==> src/bqs_pkg.sv <==
// ----------------------------------------------------------------------------
// bqs_pkg
// shared types and constants for the bracket and quote aware splitter
// ----------------------------------------------------------------------------
package bqs_pkg;

    localparam int STACK_DEPTH_DEF = 16;
    localparam int PAIR_SLOTS_DEF  = 4;

    // packed registers carry four pairs, so a pair index is two bits
    localparam int PACKED_PAIRS = 4;
    localparam int PAIR_IDX_W   = 2;

    localparam logic [7:0] QUOTE_SINGLE = 8'h27;
    localparam logic [7:0] QUOTE_DOUBLE = 8'h22;

    // register indexes
    localparam logic [2:0] REG_MARKER_CHAR = 3'd0;
    localparam logic [2:0] REG_QUOTE_MODE  = 3'd1;
    localparam logic [2:0] REG_OPEN_CHARS  = 3'd2;
    localparam logic [2:0] REG_CLOSE_CHARS = 3'd3;
    localparam logic [2:0] REG_PAIR_COUNT  = 3'd4;

    // quote states
    localparam logic [1:0] QS_NONE   = 2'd0;
    localparam logic [1:0] QS_SINGLE = 2'd1;
    localparam logic [1:0] QS_DOUBLE = 2'd2;

    // part labels
    localparam logic [1:0] PART_HEAD   = 2'd0;
    localparam logic [1:0] PART_MARKER = 2'd1;
    localparam logic [1:0] PART_REST   = 2'd2;

    typedef struct packed {
        logic                  valid;
        logic                  push;
        logic                  pop;
        logic                  clear;
        logic [PAIR_IDX_W-1:0] data;
    } bqs_stack_req_t;

    typedef struct packed {
        logic                  empty;
        logic                  full;
        logic [PAIR_IDX_W-1:0] top;
    } bqs_stack_stat_t;

    typedef struct packed {
        logic       last_out;
        logic       stack_overflow;
        logic [1:0] part;
        logic [7:0] ch_out;
    } bqs_item_t;

endpackage

==> src/bqs_stack.sv <==
// ----------------------------------------------------------------------------
// bqs_stack
// closer stack in a synchronous memory, top entry read ahead with push bypass
// ----------------------------------------------------------------------------
module bqs_stack #(
    parameter int STACK_DEPTH = bqs_pkg::STACK_DEPTH_DEF
) (
    input  logic                     clk,
    input  logic                     rst_n,
    input  bqs_pkg::bqs_stack_req_t  req,
    output bqs_pkg::bqs_stack_stat_t stat
);
    import bqs_pkg::*;

    localparam int LW = $clog2(STACK_DEPTH + 1);
    localparam int AW = (STACK_DEPTH > 1) ? $clog2(STACK_DEPTH) : 1;

    logic [PAIR_IDX_W-1:0] mem [STACK_DEPTH];

    logic [LW-1:0]         level_reg;
    logic [LW-1:0]         level_next;
    logic [AW-1:0]         rd_addr;
    logic [PAIR_IDX_W-1:0] rd_data_reg;
    logic                  fwd_valid_reg;
    logic [PAIR_IDX_W-1:0] fwd_data_reg;

    always_comb
    begin
        level_next = level_reg;
        if (req.valid)
        begin
            if (req.clear)
                level_next = '0;
            else if (req.push)
                level_next = level_reg + 1'b1;
            else if (req.pop)
                level_next = level_reg - 1'b1;
        end
    end

    // read the entry that is on top after this cycle
    assign rd_addr = (level_next == '0) ? '0 : AW'(level_next - 1'b1);

    always_ff @(posedge clk)
    begin
        if (req.valid && req.push)
            mem[AW'(level_reg)] <= req.data;
        rd_data_reg  <= mem[rd_addr];
        fwd_data_reg <= req.data;
    end

    always_ff @(posedge clk or negedge rst_n)
    begin
        if (!rst_n)
        begin
            level_reg     <= '0;
            fwd_valid_reg <= 1'b0;
        end
        else
        begin
            level_reg     <= level_next;
            fwd_valid_reg <= req.valid && req.push;
        end
    end

    assign stat.empty = (level_reg == '0);
    assign stat.full  = (level_reg == LW'(STACK_DEPTH));
    assign stat.top   = fwd_valid_reg ? fwd_data_reg : rd_data_reg;

    a_pop_not_empty: assert property (@(posedge clk) disable iff (!rst_n)
        req.valid && req.pop && !req.clear |-> level_reg != '0)
        else $error("pop on empty stack");

    a_level_bound: assert property (@(posedge clk) disable iff (!rst_n)
        level_reg <= LW'(STACK_DEPTH))
        else $error("stack level beyond depth");

    a_push_grows: assert property (@(posedge clk) disable iff (!rst_n)
        req.valid && req.push && !req.clear |=>
            level_reg == LW'($past(level_reg) + 1'b1))
        else $error("push did not raise the level");

endmodule

==> src/bqs_out_buf.sv <==
// ----------------------------------------------------------------------------
// bqs_out_buf
// output register with a skid stage that takes one input while the output stalls
// ----------------------------------------------------------------------------
module bqs_out_buf (
    input  logic               clk,
    input  logic               rst_n,
    input  logic               in_valid,
    output logic               in_ready,
    input  bqs_pkg::bqs_item_t in_item,
    output logic               out_valid,
    input  logic               out_ready,
    output bqs_pkg::bqs_item_t out_item
);
    import bqs_pkg::*;

    logic      out_valid_reg;
    logic      skid_valid_reg;
    bqs_item_t out_item_reg;
    bqs_item_t skid_item_reg;
    logic      out_free;

    assign in_ready = !skid_valid_reg;
    assign out_free = !out_valid_reg || out_ready;

    always_ff @(posedge clk or negedge rst_n)
    begin
        if (!rst_n)
        begin
            out_valid_reg  <= 1'b0;
            skid_valid_reg <= 1'b0;
        end
        else if (in_valid && in_ready)
        begin
            if (out_free)
                out_valid_reg <= 1'b1;
            else
                skid_valid_reg <= 1'b1;
        end
        else if (out_free)
        begin
            out_valid_reg  <= skid_valid_reg;
            skid_valid_reg <= 1'b0;
        end
    end

    always_ff @(posedge clk)
    begin
        if (in_valid && in_ready)
        begin
            if (out_free)
                out_item_reg <= in_item;
            else
                skid_item_reg <= in_item;
        end
        else if (out_free)
            out_item_reg <= skid_item_reg;
    end

    assign out_valid = out_valid_reg;
    assign out_item  = out_item_reg;

    a_skid_behind_out: assert property (@(posedge clk) disable iff (!rst_n)
        skid_valid_reg |-> out_valid_reg)
        else $error("skid stage holds a transfer ahead of the output");

endmodule

==> src/bracket_quote_aware_splitter.sv <==
// ----------------------------------------------------------------------------
// bracket_quote_aware_splitter
// labels each byte as head, marker or remainder, honoring quotes and brackets
// output: each byte is registered in the output buffer or its skid stage
// throughput: one byte per cycle unless stalled, set by the single stack top
//   read per byte from the registered memory port, with a bypass after a push
// reset: asynchronous, registers to defaults, empty stack, outside quotes;
//   stack memory is not cleared and needs no clearing pass
// ----------------------------------------------------------------------------
module bracket_quote_aware_splitter #(
    parameter int STACK_DEPTH = bqs_pkg::STACK_DEPTH_DEF,
    parameter int PAIR_SLOTS  = bqs_pkg::PAIR_SLOTS_DEF
) (
    input  logic        clk,
    input  logic        rst_n,
    input  logic        cfg_we,
    input  logic [2:0]  cfg_index,
    input  logic [31:0] cfg_data,
    input  logic        s_tvalid,
    output logic        s_tready,
    input  logic [7:0]  s_tdata,   // ch
    input  logic        s_tlast,
    output logic        m_tvalid,
    input  logic        m_tready,
    output logic [7:0]  m_tdata,   // ch_out
    output logic [2:0]  m_tuser,   // part[1:0], stack_overflow
    output logic        m_tlast
);
    import bqs_pkg::*;

    localparam int PAIRS_MAX = (PAIR_SLOTS < PACKED_PAIRS) ? PAIR_SLOTS : PACKED_PAIRS;

    logic [7:0]  marker_char_reg;
    logic [1:0]  quote_mode_reg;
    logic [31:0] open_chars_reg;
    logic [31:0] close_chars_reg;
    logic [2:0]  pair_count_reg;

    logic [1:0]  quote_state_reg;
    logic [1:0]  quote_state_next;
    logic        split_done_reg;
    logic        split_done_next;

    bqs_stack_req_t  stk_req;
    bqs_stack_stat_t stk_stat;
    bqs_item_t       item;
    bqs_item_t       out_item;

    logic                  accept;
    logic [7:0]            c;
    logic [2:0]            pairs_used;
    logic [7:0]            close_byte;
    logic                  active;
    logic                  closer_hit;
    logic                  open_found;
    logic [PAIR_IDX_W-1:0] open_idx;
    logic                  open_hit;
    logic                  marker_hit;

    assign accept = s_tvalid && s_tready;
    assign c      = s_tdata;

    always_ff @(posedge clk or negedge rst_n)
    begin
        if (!rst_n)
        begin
            marker_char_reg <= 8'd44;
            quote_mode_reg  <= 2'd3;
            open_chars_reg  <= '0;
            close_chars_reg <= '0;
            pair_count_reg  <= '0;
        end
        else if (cfg_we)
        begin
            unique case (cfg_index)
                REG_MARKER_CHAR: marker_char_reg <= cfg_data[7:0];
                REG_QUOTE_MODE:  quote_mode_reg  <= cfg_data[1:0];
                REG_OPEN_CHARS:  open_chars_reg  <= cfg_data;
                REG_CLOSE_CHARS: close_chars_reg <= cfg_data;
                REG_PAIR_COUNT:  pair_count_reg  <= cfg_data[2:0];
                default: ;
            endcase
        end
    end

    assign pairs_used = (pair_count_reg > 3'(PAIRS_MAX)) ? 3'(PAIRS_MAX) : pair_count_reg;
    assign close_byte = close_chars_reg[{stk_stat.top, 3'b000} +: 8];

    always_comb
    begin
        open_found = 1'b0;
        open_idx   = '0;
        for (int i = PACKED_PAIRS - 1; i >= 0; i--)
        begin
            if (3'(i) < pairs_used && open_chars_reg[i*8 +: 8] == c)
            begin
                open_found = 1'b1;
                open_idx   = PAIR_IDX_W'(i);
            end
        end
    end

    assign active     = !split_done_reg && quote_state_reg == QS_NONE;
    assign closer_hit = active && !stk_stat.empty && c == close_byte;
    assign open_hit   = active && !closer_hit && open_found;
    assign marker_hit = active && !closer_hit && !open_found
                        && c == marker_char_reg && stk_stat.empty;

    always_comb
    begin
        quote_state_next = quote_state_reg;
        if (!split_done_reg)
        begin
            if (quote_state_reg == QS_SINGLE && c == QUOTE_SINGLE)
                quote_state_next = QS_NONE;
            else if (quote_state_reg == QS_DOUBLE && c == QUOTE_DOUBLE)
                quote_state_next = QS_NONE;
            else if (active && !closer_hit && !open_found && !marker_hit)
            begin
                if (c == QUOTE_SINGLE && quote_mode_reg[0])
                    quote_state_next = QS_SINGLE;
                else if (c == QUOTE_DOUBLE && quote_mode_reg[1])
                    quote_state_next = QS_DOUBLE;
            end
        end
        if (s_tlast)
            quote_state_next = QS_NONE;
    end

    assign split_done_next = !s_tlast && (split_done_reg || marker_hit);

    always_ff @(posedge clk or negedge rst_n)
    begin
        if (!rst_n)
        begin
            quote_state_reg <= QS_NONE;
            split_done_reg  <= 1'b0;
        end
        else if (accept)
        begin
            quote_state_reg <= quote_state_next;
            split_done_reg  <= split_done_next;
        end
    end

    assign stk_req.valid = accept;
    assign stk_req.push  = open_hit && !stk_stat.full;
    assign stk_req.pop   = closer_hit;
    assign stk_req.clear = s_tlast;
    assign stk_req.data  = open_idx;

    bqs_stack #(
        .STACK_DEPTH(STACK_DEPTH)
    ) u_stack (
        .clk  (clk),
        .rst_n(rst_n),
        .req  (stk_req),
        .stat (stk_stat)
    );

    assign item.ch_out         = c;
    assign item.part           = split_done_reg ? PART_REST
                                 : (marker_hit ? PART_MARKER : PART_HEAD);
    assign item.stack_overflow = open_hit && stk_stat.full;
    assign item.last_out       = s_tlast;

    bqs_out_buf u_out_buf (
        .clk      (clk),
        .rst_n    (rst_n),
        .in_valid (s_tvalid),
        .in_ready (s_tready),
        .in_item  (item),
        .out_valid(m_tvalid),
        .out_ready(m_tready),
        .out_item (out_item)
    );

    assign m_tdata = out_item.ch_out;
    assign m_tuser = {out_item.stack_overflow, out_item.part};
    assign m_tlast = out_item.last_out;

    a_split_rest: assert property (@(posedge clk) disable iff (!rst_n)
        split_done_reg |-> !stk_req.push && !stk_req.pop && !marker_hit)
        else $error("state changed after the split");

    a_quote_no_stack: assert property (@(posedge clk) disable iff (!rst_n)
        quote_state_reg != QS_NONE |-> !stk_req.push && !stk_req.pop)
        else $error("stack touched inside quotes");

endmodule
==> config.mk <==
export PLATFORM = sky130hd
export DESIGN_NAME = bracket_quote_aware_splitter
export DESIGN_NICKNAME = d
export VERILOG_FILES = /design/src/bqs_pkg.sv /design/src/bqs_stack.sv /design/src/bqs_out_buf.sv /design/src/bracket_quote_aware_splitter.sv
export SDC_FILE = /design/constraint.sdc
export NUM_CORES = 1
export LEC_CHECK = 0
export BUFFER_PORTS_ARGS = -buffer_cell sky130_fd_sc_hd__clkbuf_2
export CORE_MARGIN = 5
export CORE_UTILIZATION = 25
export CTS_CLUSTER_SIZE = 10
export DETAILED_ROUTE_END_ITERATION = 7
export GPL_ROUTABILITY_DRIVEN = 0
export GPL_TIMING_DRIVEN = 0
export PLACE_DENSITY = 0.45
export SYNTH_ARGS = -nofsm -noshare
export SYNTH_HDL_FRONTEND = slang
export SYNTH_SLANG_ARGS = --single-unit
==> constraint.sdc <==
create_clock -name clk -period 4.28 [get_ports clk]
set_input_delay 0.428 -clock clk [delete_from_list [all_inputs] [get_ports clk]]
set_output_delay 0.428 -clock clk [all_outputs]
set_load 0.03 [all_outputs]
==> metrics.yaml, run 1 <==
yosys:
  async_flop_share: 0.595
  yosysTopAreaCellShare: 0.278
  ys_seq_area_frac: 0.531
  ys_warn_count: 0
  synthFlopType: "dfrtp_1"
  netlist_area_sq_um: 7480
  synth_commonest_cells: "mux2_2, dfrtp_1, nand2_1"
  synth_area_leaders: "dfrtp_1, edfxtp_1, mux2_2"
  synth-edff-count: 56
  yosys_register_bits: 148
  synth.most_common_cell: "mux2_2"
  syn_area_per_cell_sq_um: 12.7
  synth_top_area_cell: "dfrtp_1"
  synth_cell_types: 77
  syn_inst: 587
  syn_nets: 644
timing:
  timing.hold.ws_ns: 0.0325
  rsz0062_at_grt: "yes"
  period_minus_slack_ns: 4.32
  finalMaxSlewViolations: 0
  fmax_ghz: 0.232
  tns_ns: -0.0681
  fin_ws_ns: -0.0376
  post-route-period-util: 1.01
  relSlewSlack: 0.134
  hold_viol: 0
  setup_viol: 2
  worst_pin_slew_ns: 1.30
  finClkSkew_ns: 0.0143
floorplanning:
  io_pins: 63
  die_y_um: 183
  fp.dieArea_sq_um: 33500
  fp-row-count: 63
  die_w_um: 183
  core_area_sq_um: 29600
  start_util: 0.253
power:
  totalPowerFinal_mw: 5.48
  ir_drop_mv: 0.264
  p_int_mw: 3.64
  power.density_nw_per_um2: 596
  pwr-share-comb: 0.372
  netSwitchingFraction: 0.335
  power_frac_clock: 0.282
  net-switching-power_mw: 1.83
  p_leak_nw: 3.63
  power_frac_seq: 0.346
routing:
  wire_per_inst_um: 18.2
  drtIter0Drc: 189
  viasPerCell: 4.53
  via_count: 4937
  drc: 0
  first_pass_iters: 4
  ant_nets: 0
  finalWirelength_um: 19800
run_status:
  violations: "negative setup slack"
  status: "finished, violations left"
critical_path:
  worst-path-buf-inv: 7
  path_class: "reg2reg"
  worstSetupEndpointType: "flip-flop"
  arrival_ns: 4.62
  worst_path_largest_cell_delay_ns: 0.59
  worstPathRequired_ns: 4.58
  critPathSlowestCell: "mux4_1"
  crit_fanout: 7
  path_cells: "buf_6, mux2i_4, buf_12, mux4_1, xnor2_2, nand4_4, inv_4, buf_4, buf_4, nand3_1, and4_4, ha_4, a21o_2, o211ai_1, buf_6, buf_12, mux2i_1, mux2_4, nand3b_1, a32o_1"
  crit_family: "multiplexers"
  critPathLaunchType: "flip-flop"
  r2r_setup_slack_ns: -0.04
finish:
  drive_gt1_frac: 0.371
  final_core_util: 0.311
  layout.nets: 743
  design_area_sq_um: 9200
  fin_cells: 1089
  nFillCells: 3046
  syn_to_final_growth_pct: 22.9
  multi_input_area_sq_um: 3350
  register_area_sq_um: 3970
  antenna_cells: 0
place:
  placed_area_sq_um: 8330
  dpl_worst_slack_ns: -0.888
  numPlacedInstances: 1041
  portBuffers: 62
  dp_hpwl_um: 14100
clock_network:
  clk_latency_ns: 0.42
  cts.path.max_buffers: 2
  htree_levels: 4
  postCtsHoldBufs: 0
  clk_pin_slew_ns: 0.06
  cts_tree: "done"
  cts_sinks: 148
  root_buffer: "clkbuf_16"
  cts_inserted_buffers: 17
hold_path:
  worstHoldPathType: "in2async"
grt:
  grt_pass1_vias: 5242
  grtUsageMet3: 0.0284
  antenna_found_initial: 0
  use_met1: 0.164
  grtUsageTotal: 0.122
  grt_max_degree: 51
  grt-ovfl-total: 0
  use_met2: 0.202
  top_usage_layer: "met2"
  grt_pass1_wl_um: 31300
run:
  cap_violations: 0
-- cell families (layout without fill, tap and decap cells) --
| kind of cell | after synthesis | in the layout | share of synthesized area |
|---|---|---|---|
| compound gates | 63 | 63 | 0.0706 |
| fa+ha+maj | 8 | 8 | 0.0134 |
| simple gates | 167 | 167 | 0.119 |
| xor+xnor | 46 | 46 | 0.0538 |
| flops | 148 | 148 | 0.531 |
| buf+inv | 49 | 160 | 0.0385 |
| mux | 106 | 107 | 0.174 |
-- what timing repair did --
| item | CTS | global route |
|---|---|---|
| pin swaps | 7 | 2 |
| resized for setup | 25 | 1 |
| cloned | 1 | 0 |
| endpoints found under the setup margin | 4 | 2 |
| buffers inserted | 16 | 0 |
-- area by class of cell --
type                            instances  area share
Buffer                                 30      0.0233
Clock buffer                           18      0.0467
Clock inverter                         14      0.0192
Inverter                               18     0.00762
Multi-Input combinational cell        391       0.365
Sequential cell                       148       0.432
Tap cell                              390      0.0531
Timing Repair Buffer                   80      0.0540
-- layout by cell type (no fill, tap or decap), types with 7 or more instances in the layout --
cell type  count
a21oi_1        9
buf_4         15
buf_6         10
clkbuf_1      11
clkbuf_16     17
clkbuf_2      61
dfrtp_1       83
edfxtp_1      56
inv_1         16
mux2_2        82
mux2i_1       10
nand2_1       60
nand2b_1       7
nand3_1       13
nor2_1        19
nor3_1        18
o21ai_0        9
xnor2_1       25
xor2_1        16
-- layer usage --
metal / share of wire / wire length [um] / vias up
met5: 0 / 0 / -
met3: 0.030 / 589 / 12
met2: 0.48 / 9570 / 73
met4: 0.0079 / 157 / 0
met1: 0.48 / 9500 / 2493
li1: - / - / 2359
-- power groups by stage --
stage	logic, mW	registers, mW	clock network, mW
2_1_floorplan	1.28	1.93	0
3_3_place_gp	1.78	1.92	0
3_5_place_dp	1.78	1.92	0
4_1_cts	2.05	1.90	1.59
5_1_grt	2.22	1.92	1.65
6_report	2.04	1.89	1.55
-- path summary, 6_finish.rpt --
kind | startpoint | to | cells past startpoint
hold reg to reg | close_chars_reg[28] | close_chars_reg[28] | 1
max in group asynchronous | rst_n | quote_mode_reg[1] | 2
hold / removal | rst_n | close_chars_reg[7] | 1
min in group clk | s_tdata[0] | u_out_buf.skid_item_reg[0] | 1
setup reg to reg | u_stack.fwd_valid_reg | u_stack.rd_data_reg[0] | 20
setup / recovery | u_stack.fwd_valid_reg | u_stack.rd_data_reg[0] | 20
(Power assumes the default switching activity.)
==> run 2: changes to the inputs <==
--- a/config.mk
+++ b/config.mk
@@ -5,6 +5,7 @@
 export SDC_FILE = /design/constraint.sdc
 export NUM_CORES = 1
 export LEC_CHECK = 0
+export ABC_AREA = 1
 export BUFFER_PORTS_ARGS = -buffer_cell sky130_fd_sc_hd__clkbuf_2
 export CORE_MARGIN = 5
 export CORE_UTILIZATION = 25
==> run 2 against run 1 <==
  * The run now ends clean
  * Sequential power is 3% lower
  * Combinational power decreased by 24%
  * Clock-buffer cell count is 1 lower
  * First-iteration DRC count rose by 89%
  * Synthesized area is 0.50% higher
  * Via count is 21% higher
  * Utilization decreased by 0.78 points
==> metrics.yaml, run 2 <==
floorplanning:
  fp-row-count: 63  # unchanged
  die_w_um: 183  # +0.23%
  start_util: 0.254  # +0.000593
  die_y_um: 183  # +0.23%
  core_area_sq_um: 29600  # +0.27%
  fp.dieArea_sq_um: 33600  # +0.47%
  io_pins: 63  # unchanged
place:
  dp_hpwl_um: 16400  # +16%
  numPlacedInstances: 1324  # +27%
  portBuffers: 62  # unchanged
  dpl_worst_slack_ns: -0.208  # +0.681 ns
  placed_area_sq_um: 8360  # +0.45%
finish:
  fin_cells: 1356  # +25%
  multi_input_area_sq_um: 3000  # -11%
  antenna_cells: 0  # unchanged
  layout_common_cells: "nand2_1, inv_1, o21ai_0"
  design_area_sq_um: 8990  # -2.2%
  register_area_sq_um: 3970  # about the same
  final_core_util: 0.303  # -0.00775
  syn_to_final_growth_pct: 19.6
  final_common_cell: "nand2_1"
  nFillCells: 3243  # +6.5%
  layout.nets: 1010  # +36%
  drive_gt1_frac: 0.168  # -0.203
clock_network:
  cts_tree: "done"
  htree_levels: 4  # unchanged
  postCtsHoldBufs: 0  # unchanged
  cts_sinks: 148  # unchanged
  cts_inserted_buffers: 17  # unchanged
  cts.path.max_buffers: 2  # unchanged
  postCtsSetupBuffers: 0  # -16
  root_buffer: "clkbuf_16"
  clk_pin_slew_ns: 0.07  # about the same
  clk_latency_ns: 0.43  # about the same
timing:
  tns_ns: 0  # +0.0681 ns
  relSlewSlack: 0.144  # +0.00941
  finClkSkew_ns: 0.00997  # -0.00434 ns
  fin_ws_ns: 0.346  # +0.384 ns
  finalMaxSlewViolations: 0  # unchanged
  fmax_ghz: 0.254  # +9.8%
  worst_pin_slew_ns: 1.28  # -0.0160 ns
  rsz0062_at_grt: "no"
  period_minus_slack_ns: 3.93  # -0.384 ns
  hold_viol: 0  # unchanged
  setup_viol: 0  # -2
  post-route-period-util: 0.919  # -0.0897
yosys:
  syn_nets: 927  # +44%
  ys_warn_count: 0  # unchanged
  async_flop_share: 0.595  # unchanged
  yosys_register_bits: 148  # unchanged
  synth.most_common_cell: "nand2_1"
  netlist_area_sq_um: 7520  # +0.50%
  synth-edff-count: 56  # unchanged
  yosysTopAreaCellShare: 0.276  # -0.00139
  synth_top_area_cell: "dfrtp_1"
  synth_commonest_cells: "nand2_1, inv_1, o21ai_0"
  synth_area_leaders: "dfrtp_1, edfxtp_1, nand2_1"
  synth_cell_types: 45  # -42%
  syn_inst: 870  # +48%
  syn_area_per_cell_sq_um: 8.64  # -32%
  synthFlopType: "dfrtp_1"
  ys_seq_area_frac: 0.528  # -0.00265
hold_path:
  worstHoldPathType: "in2async"
power:
  power.density_nw_per_um2: 549  # -7.8%
  p_leak_nw: 4.17  # +15%
  ir_drop_mv: 0.239  # -9.6%
routing:
  via_count: 5957  # +21%
  ant_nets: 0  # unchanged
  first_pass_iters: 5  # +1
  wire_per_inst_um: 16.0  # -12%
  finalWirelength_um: 21700  # +9.7%
  viasPerCell: 4.39  # -3.1%
  drtIter0Drc: 358  # +89%
  drc: 0  # unchanged
critical_path:
  worst_path_largest_cell_delay_ns: 0.29  # -0.30 ns
  worst-path-buf-inv: 7  # unchanged
  r2r_setup_slack_ns: 0.39  # +0.43 ns
  critPathLaunchType: "input pin"
  crit_path_frequent_cell: "nand2_1"
  crit_fanout: 11  # +4
  crit_family: "simple AND/OR/NAND/NOR gates"
  path_class: "in2reg"
  worstPathRequired_ns: 4.57  # about the same
  worstSetupEndpointType: "flip-flop"
  critPathSlowestCell: "nand2_1"
  cp-startpoint: "s_tdata[2]"
  rr_startpoint: "u_stack.fwd_valid_reg"
  timing.rr.end: "u_stack.rd_data_reg[0]"
  arrival_ns: 4.23  # -0.39 ns
  r2r_cells: 25  # +25%
grt:
  grt_pass1_wl_um: 34600  # +11%
  grtUsageTotal: 0.134  # +0.0119
  grt_max_degree: 48  # -5.9%
  grt_pass1_vias: 6029  # +15%
  antenna_found_initial: 0  # unchanged
  grt-ovfl-total: 0  # unchanged
run:
  cap_violations: 0  # unchanged
run_status:
  status: "complete, no violations"
==> run 2: worst max-delay path by stage <==
stage,endpoint,slack (ns),cells after the start
floorplan,u_stack.rd_data_reg[0],0.96,25
global placement,u_stack.rd_data_reg[1],-0.18,26
detailed placement,u_stack.rd_data_reg[0],-0.21,26
CTS,u_stack.rd_data_reg[0],0.20,27
global route,u_stack.rd_data_reg[1],0.02,28
finish,u_stack.rd_data_reg[0],0.35,27
==> run 2: cells by family (layout without fill, tap and decap cells) <==
kind of cell               Yosys count  count (layout)  synth area share
AOI/OAI and AO/OA                  117             117            0.0832
xor gates and xnor gates            34              34            0.0406
adders and majority gates            8               8            0.0133
buffers and inverters              137             233            0.0772
DFF                                148             148             0.528
and+or+nand+nor                    426             426             0.258
==> run 2: cell type report <==
cell class / instances / area share
clock inverters: 15 / 0.0191
plain buffers: 38 / 0.0238
repair buffers: 64 / 0.0391
well taps: 390 / 0.0543
multi-input cells: 585 / 0.333
inverters: 99 / 0.0417
clock buffers: 17 / 0.0473
flip-flops and latches: 148 / 0.442
==> run 2: power by group <==
part | total [mW] | switching (mW) | internal [mW]
registers | 1.84 | 0.148 | 1.70
logic | 1.56 | 1.01 | 0.552
clock network | 1.54 | 0.657 | 0.878
total | 4.94 | 1.82 | 3.12
==> run 2: what timing repair did <==
item	4_1_cts	5_1_grt
hold endpoints to repair	0	0
resized for setup	0	10
setup endpoints to repair	0	2
==> run 2: metal layers <==
metal	track usage	vias to the layer above	part of all wire
met5	0	-	0
met4	0.0319	0	0.0098
met2	0.218	103	0.48
met1	0.184	2840	0.48
li1	-	2999	-
met3	0.0259	15	0.033
==> run 2: through the flow <==
step	power, mW	hold slack [ns]
after floorplan	2.96	0.132
after global placement	3.42	0.466
after detailed placement	3.43	0.474
after CTS	4.99	0.0615
after global routing	5.29	0.0768
final	4.94	0.0392
